==> config.mk <==
export PLATFORM = sky130hd
export DESIGN_NAME = hsec_eval
export DESIGN_NICKNAME = d
export VERILOG_FILES = /design/src/hw/rtl/hsec_pkg.sv /design/src/hw/rtl/hsec_eval.sv
export SDC_FILE = /design/constraint.sdc
export NUM_CORES = 1
export LEC_CHECK = 0
export BUFFER_PORTS_ARGS = -buffer_cell sky130_fd_sc_hd__buf_2
export CAP_MARGIN = 20
export CORE_UTILIZATION = 41
export DETAILED_ROUTE_END_ITERATION = 6
export GPL_TIMING_DRIVEN = 0
export PLACE_DENSITY = 0.78
export SYNTH_ARGS = -nofsm -noshare
export SYNTH_HDL_FRONTEND = slang
export SYNTH_SLANG_ARGS = --single-unit
==> constraint.sdc <==
create_clock -name vclk -period 2.6
set_clock_uncertainty 0.1 [all_clocks]
set_input_delay 0.39 -clock vclk [all_inputs]
set_output_delay 0.39 -clock vclk [all_outputs]
set_load 0.01 [all_outputs]
==> src/hw/rtl/hsec_pkg.sv <==
// shared types, constants and helpers of the haplotype switch error counter
// no dependencies
`default_nettype none

package hsec_pkg;

    localparam int MAX_SAMPLES  = 1024;
    localparam int SAMPLE_BITS  = $clog2(MAX_SAMPLES);
    localparam int SITE_BITS    = 24;
    localparam int COUNT_BITS   = 32;
    localparam int SCOUNT_BITS  = 16;
    localparam int CLASS_COUNT  = 4;

    // configuration port
    localparam int CFG_INDEX_BITS = 1;
    localparam int CFG_DATA_BITS  = 2;
    localparam logic [CFG_INDEX_BITS-1:0] CFG_TRIO_MODE = 1'b0;
    localparam logic [CFG_INDEX_BITS-1:0] CFG_LOCAL_ANC = 1'b1;

    // trio modes
    localparam logic [1:0] TRIO_NONE       = 2'd0;
    localparam logic [1:0] TRIO_SUCCESSIVE = 2'd1;
    localparam logic [1:0] TRIO_PAIRED     = 2'd2;
    localparam logic [1:0] TRIO_RESERVED   = 2'd3;

    localparam logic [1:0] CLASS_AMBIG = 2'd3;

    typedef enum logic [2:0] {
        OUT_COMPARED      = 3'd0,
        OUT_TRUTH_MISSING = 3'd1,
        OUT_TRIO_AMBIG    = 3'd2,
        OUT_PARTNER_SKIP  = 3'd3,
        OUT_EST_MISSING   = 3'd4,
        OUT_UNANCHORED    = 3'd5,
        OUT_ANCHORED      = 3'd6
    } outcome_t;

    typedef enum logic [1:0] {
        ORIENT_UNKNOWN  = 2'd0,
        ORIENT_DIRECT   = 2'd1,
        ORIENT_INVERTED = 2'd2
    } orient_t;

    // input item, last field in the lowest bits
    typedef struct packed {
        logic [1:0]             pad;
        logic [1:0]             ancestry_class;
        logic                   partner_true_b;
        logic                   partner_true_a;
        logic [1:0]             est_b;
        logic [1:0]             est_a;
        logic [1:0]             true_b;
        logic [1:0]             true_a;
        logic [SITE_BITS-1:0]   site_index;
        logic [SAMPLE_BITS-1:0] sample_index;
    } hsec_in_t;

    // result item, last field in the lowest bits
    typedef struct packed {
        logic [SITE_BITS-1:0]   block_length;
        logic [SCOUNT_BITS-1:0] sample_switches;
        logic [COUNT_BITS-1:0]  class_het;
        logic [COUNT_BITS-1:0]  class_switches;
        logic [COUNT_BITS-1:0]  total_missing;
        logic [COUNT_BITS-1:0]  total_het;
        logic [COUNT_BITS-1:0]  total_switches;
        logic                   consistency_error;
        logic [1:0]             class_used;
        logic                   het_counted;
        logic                   switch_error;
        outcome_t               outcome;
    } hsec_out_t;

    localparam int IN_BITS  = $bits(hsec_in_t);
    localparam int OUT_BITS = $bits(hsec_out_t);

    // per-sample record held in the sample memory
    typedef struct packed {
        orient_t                orient;
        logic [1:0]             prev_anc;
        logic [SITE_BITS-1:0]   last_site;
        logic [SCOUNT_BITS-1:0] count;
    } hsec_rec_t;

    localparam hsec_rec_t REC_RESET = '{
        orient:    ORIENT_UNKNOWN,
        prev_anc:  CLASS_AMBIG,
        last_site: '0,
        count:     '0
    };

    // evaluation of one item against its record
    typedef struct packed {
        outcome_t               outcome;
        logic                   sw;
        logic                   het;
        logic                   cerr;
        logic [1:0]             cls;
        logic                   skip_next;
        logic [SITE_BITS-1:0]   block_length;
        logic [SCOUNT_BITS-1:0] sample_switches;
        hsec_rec_t              rec_next;
    } hsec_eval_t;

    function automatic logic [COUNT_BITS-1:0] sat_inc(input logic [COUNT_BITS-1:0] v);
        sat_inc = (v == {COUNT_BITS{1'b1}}) ? v : v + 1'b1;
    endfunction

endpackage

`default_nettype wire

==> src/hw/rtl/hsec_eval.sv <==
// per-item evaluation: outcome, switch detection and next per-sample record
// depends on hsec_pkg
`default_nettype none

module hsec_eval
    import hsec_pkg::*;
(
    input  wire logic [1:0] trio_mode,
    input  wire logic       use_local_ancestry,
    input  wire logic       skip_partner,
    input  wire hsec_in_t   item,
    input  wire hsec_rec_t  rec,
    output hsec_eval_t      res
);

    logic [1:0] mode;
    logic [1:0] cls;
    logic       truth_missing;
    logic       est_missing;
    logic       trio_ambig;
    logic       inverted;
    logic [1:0] e0;
    logic [1:0] e1;

    assign mode          = (trio_mode == TRIO_RESERVED) ? TRIO_NONE : trio_mode;
    assign cls           = (use_local_ancestry && item.ancestry_class != CLASS_AMBIG
                            && item.ancestry_class == rec.prev_anc)
                           ? item.ancestry_class : CLASS_AMBIG;
    assign truth_missing = item.true_a[1] | item.true_b[1];
    assign est_missing   = item.est_a[1] | item.est_b[1];
    // triple-het: child het, partner het, transmitted alleles disagree
    assign trio_ambig    = ((mode == TRIO_SUCCESSIVE && !item.sample_index[0])
                            || mode == TRIO_PAIRED)
                           && item.true_a != item.true_b
                           && item.partner_true_a != item.partner_true_b
                           && item.true_a[0] != item.partner_true_a;
    assign inverted      = (rec.orient == ORIENT_INVERTED);
    assign e0            = inverted ? item.est_b : item.est_a;
    assign e1            = inverted ? item.est_a : item.est_b;

    always_comb
    begin
        res                 = '0;
        res.outcome         = OUT_COMPARED;
        res.cls             = cls;
        res.skip_next       = skip_partner;
        res.block_length    = item.site_index - rec.last_site;
        res.sample_switches = rec.count;
        res.rec_next        = rec;
        if (use_local_ancestry)
        begin
            res.rec_next.prev_anc = item.ancestry_class;
        end

        if (skip_partner)
        begin
            res.outcome   = OUT_PARTNER_SKIP;
            res.skip_next = 1'b0;
        end
        else if (truth_missing)
        begin
            res.outcome = OUT_TRUTH_MISSING;
        end
        else if (trio_ambig)
        begin
            res.outcome = OUT_TRIO_AMBIG;
            if (mode == TRIO_SUCCESSIVE)
            begin
                res.skip_next = 1'b1;
            end
        end
        else if (est_missing)
        begin
            res.outcome = OUT_EST_MISSING;
            res.cerr    = (item.est_a != item.est_b);
        end
        else if (rec.orient == ORIENT_UNKNOWN)
        begin
            if (item.true_a == item.true_b)
            begin
                res.outcome = OUT_UNANCHORED;
                res.cerr    = (item.est_a != item.est_b) || (item.est_a != item.true_a);
            end
            else
            begin
                res.outcome = OUT_ANCHORED;
                if (item.est_a == item.true_a)
                begin
                    res.rec_next.orient = ORIENT_DIRECT;
                    res.cerr            = (item.est_b != item.true_b);
                end
                else
                begin
                    res.rec_next.orient = ORIENT_INVERTED;
                    res.cerr = (item.est_a != item.true_b) || (item.est_b != item.true_a);
                end
            end
        end
        else
        begin
            res.outcome = OUT_COMPARED;
            res.het     = (item.true_a != item.true_b);
            if (e0 == item.true_a)
            begin
                res.cerr = (e1 != item.true_b);
            end
            else
            begin
                res.cerr               = (e0 != item.true_b) || (e1 != item.true_a);
                res.sw                 = 1'b1;
                res.rec_next.orient    = inverted ? ORIENT_DIRECT : ORIENT_INVERTED;
                res.rec_next.last_site = item.site_index;
                res.rec_next.count     = (rec.count == {SCOUNT_BITS{1'b1}})
                                         ? rec.count : rec.count + 1'b1;
            end
        end
    end

endmodule

`default_nettype wire

# Word-level counts from Yosys, hierarchy flattened
# Index checks and enable logic that the tools add are counted.
dict set report classes {
  reduce_logical 12
  muxes 42
  shifts 0
  add_sub_neg 2
  n_div 0
  n_mul 0
  bitwise 2
  magnitude_cmp 0
  n_eq_ne 21
}
# cell n
set op_table {}
lappend op_table {{$mux W40} 6}
lappend op_table {{$mux W2} 17}
lappend op_table {{$mux W3} 8}
lappend op_table {{$sub A24 B24 Y24} 1}
lappend op_table {{$ne A2 B2 Y1} 9}
lappend op_table {{$add A16 B1 Y16 const B} 1}
lappend op_table {{$eq A16 B16 Y1 const B} 1}
lappend op_table {{$mux W16} 1}
lappend op_table {{$mux W1} 10}
lappend op_table {{$eq A2 B2 Y1} 4}
lappend op_table {{$eq A2 B2 Y1 const B} 3}
lappend op_table {{$logic_and A1 B1 Y1} 6}
lappend op_table {{$logic_or A1 B1 Y1} 4}
lappend op_table {{$eq A2 B1 Y1 const B} 1}
lappend op_table {{$logic_not A2 Y1} 1}
lappend op_table {{$ne A1 B1 Y1} 2}
lappend op_table {{$ne A2 B2 Y1 const B} 1}
lappend op_table {{$or A1 B1 Y1} 2}
lappend op_table {{$logic_not A1 Y1} 1}
dict set report totals {
  register_bits 0
  ram_bits 0
  memories 0
  latch_bits 0
  romBits 0
  out_inout_bits 93
  in_bits 96
}

# Longest topological paths before layout
dict set report logic_depth {
  depth_word 11
  ltp_mapped 9
}

# Worst setup path before layout
# OpenSTA, ideal clock, no wires.
dict set report synth_timing {
  kind {input port to output port}
  startpoint {input port item[35] (netlist bit)}
  endpoint {output port res[7] (netlist bit)}
  required_time_ns 2.110
  t_arrival_ns 2.186
  n_path_buf 0
  path_slack_ns -0.076
  cell_stages 8
  path_cell_list {inv_1 -> ha_1 -> nor2_1 -> nor4b_1 -> o21ai_2 -> o2111ai_4 -> or4b_1 -> xnor2_1}
}
# element line_no
set synth_rtl {}
lappend synth_rtl {{start: declaration} hsec_eval.sv:11} ;# input wire hsec_in_t item,
lappend synth_rtl {{end: declaration} hsec_eval.sv:13} ;# output hsec_eval_t res

==> results.toml <==
[placement]
hpwl_um = 7340
gp_congestion = 0.854
place_area_um2 = 3940
io_buffer_count = 174

[timing]
final.setup.tns_ns = -9.76
drv_slew = 0
setup_ws_ns = -0.268
period_minus_slack_ns = 2.87
hold_violations = 0
hold_slack_ns = 0.964
finalSetupViolCount = 56
relSlewSlack = 0.543
worstMarginPinSlew_ns = 0.684
final.period_utilization = 1.10
rsz0062_at_grt = "true"
fmaxAchievable_mhz = 349

[routing]
drtIter0Drc = 165
ant_nets = 0
drc_errors = 0
wire_per_inst_um = 16.2
via_per_inst = 5.63
vias = 4045
drt_wl_total_um = 11700
drtPass1Iterations = 5

[layout]
clock_buffers = 0
seqCellArea_um2 = 0
final_nets = 748
final_common_cell = "buf_2"
antenna_cells = 0
drive_gt1_frac = 0.570
final_cell_mix = "buf_2, buf_6, buf_4"
areaGrowthSynthToFinish_pct = 77.3
fin_util = 0.757
seq_cell_count = 0
fin_area_um2 = 5170

[run_status]
violations = "setup timing"
status = "finished, violations left"

[worst_setup_path]
startpoint_type = "input pin"
worstPathRequired_ns = 2.11
worstSetupStartpoint = "item[35]"
end_kind = "output pin"
worstSetupPathType = "input pin to output pin"
path_max_fanout = 5
critical_path_arrival_ns = 2.38

[power]
ir_worst_vdd_uv = 102
leakagePower_nw = 2.47
power.total_mw = 1.07
p_per_area_nw_per_um2 = 206

[logic_synthesis]
synth_cells = 406
netlist_area_um2 = 2920
syn_avg_cell_area_um2 = 7.18
synth_fp_nets = 529
ys_seq_area_frac = 0
yosys_warnings = 0
yosysUniqueCellTypes = 61

[worst_hold_path]
hp-class = "input pin to output pin"
min_path_cells = 3
min_from = "skip_partner"

[die]
core_area_um2 = 6830
rows = 30
dieArea_um2 = 7450
start_util = 0.427
die_w_um = 86.3
io_pins = 189
dieHeight_um = 86.3

[grt]
antenna_found_initial = 0
grtUsageTotal = 0.255
grt.overflow.total = 0
grt_pass1_wl_um = 15800
grt_max_degree = 11
grt_pass1_vias = 3656

[run]
drv_cap = 0
[kinds of logic (layout without fill, tap and decap cells)]
logic type,count (synthesis),count (layout),synth area share
xor+xnor,36,36,0.111
simple gates,147,147,0.278
compound gates,87,87,0.202
fa+ha+maj,27,27,0.118
buf+inv,71,288,0.124
mux,38,38,0.166
[critical path, cell delays in order]
cell and delay (ns):
buf_8 0.09, inv_6 0.03, ha_4 0.25, nor2b_2 0.13
nor3_2 0.06, o21ai_2 0.25, o2111ai_4 0.16, buf_6 0.17
nor2_4 0.16, buf_6 0.14, buf_8 0.12, mux2_4 0.30
buf_6 0.12
[path summary, 6_finish.rpt]
kind / to
worst min-delay path: res[91]
worst max-delay path: res[21]
[per-stage QoR]
stage | worst slack, ns | cells
final | -0.268 | 719
after global routing | -0.353 | 719
after CTS | -0.305 | 707
after detailed placement | -0.561 | 676
after global placement | -0.509 | 676
after floorplan | -0.0227 | 406
[synth_stat cells, drive strengths merged (3+ instances only)]
cell type,instances,area (µm²)
inv,40,150
nor2,37,149
nand2,31,116
mux2,30,405
ha,26,325
o21ai,24,124
xnor2,24,218
buf,23,180
a21oi,18,90.1
nand3,15,75.1
nor4,14,125
xor2,12,105
nor2b,9,63.8
clkbuf,8,30.0
mux2i,8,80.1
a21o,7,52.6
nand2b,7,43.8
and3,5,31.3
nor3,5,25.0
o2111ai,5,61.3
o31ai,5,37.5
a211oi,4,30.0
nand4,4,25.0
a21boi,3,22.5
nor3b,3,22.5
o21a,3,22.5
o31a,3,26.3
[final cells by class]
| cell class | count | area (µm²) |
|---|---|---|
| inverters | 40 | 165 |
| well taps | 96 | 120 |
| fillers | 489 | 1660 |
| plain buffers | 28 | 214 |
| repair buffers | 220 | 1560 |
| multi-input cells | 335 | 3110 |
[metal layers]
metal  track usage  share of wire
met1         0.278           0.36
met2         0.515           0.53
met3        0.0200          0.070
met4        0.0803          0.035
met5             0              0
[power breakdown]
part / internal [mW] / switching (mW) / leakage [nW]
logic: 0.516 / 0.550 / 2.47
clock network: 0 / 0 / 0
registers: 0 / 0 / 0
[what timing repair did]
item / in CTS / in global routing
buffers inserted: 29 / 20
pin swaps: 32 / 55
resized for setup: 125 / 65
hold buffers: 0 / 0
setup endpoints to repair: 59 / 59
cloned: 2 / 1
No activity file was read; power rests on OpenSTA's default activity.
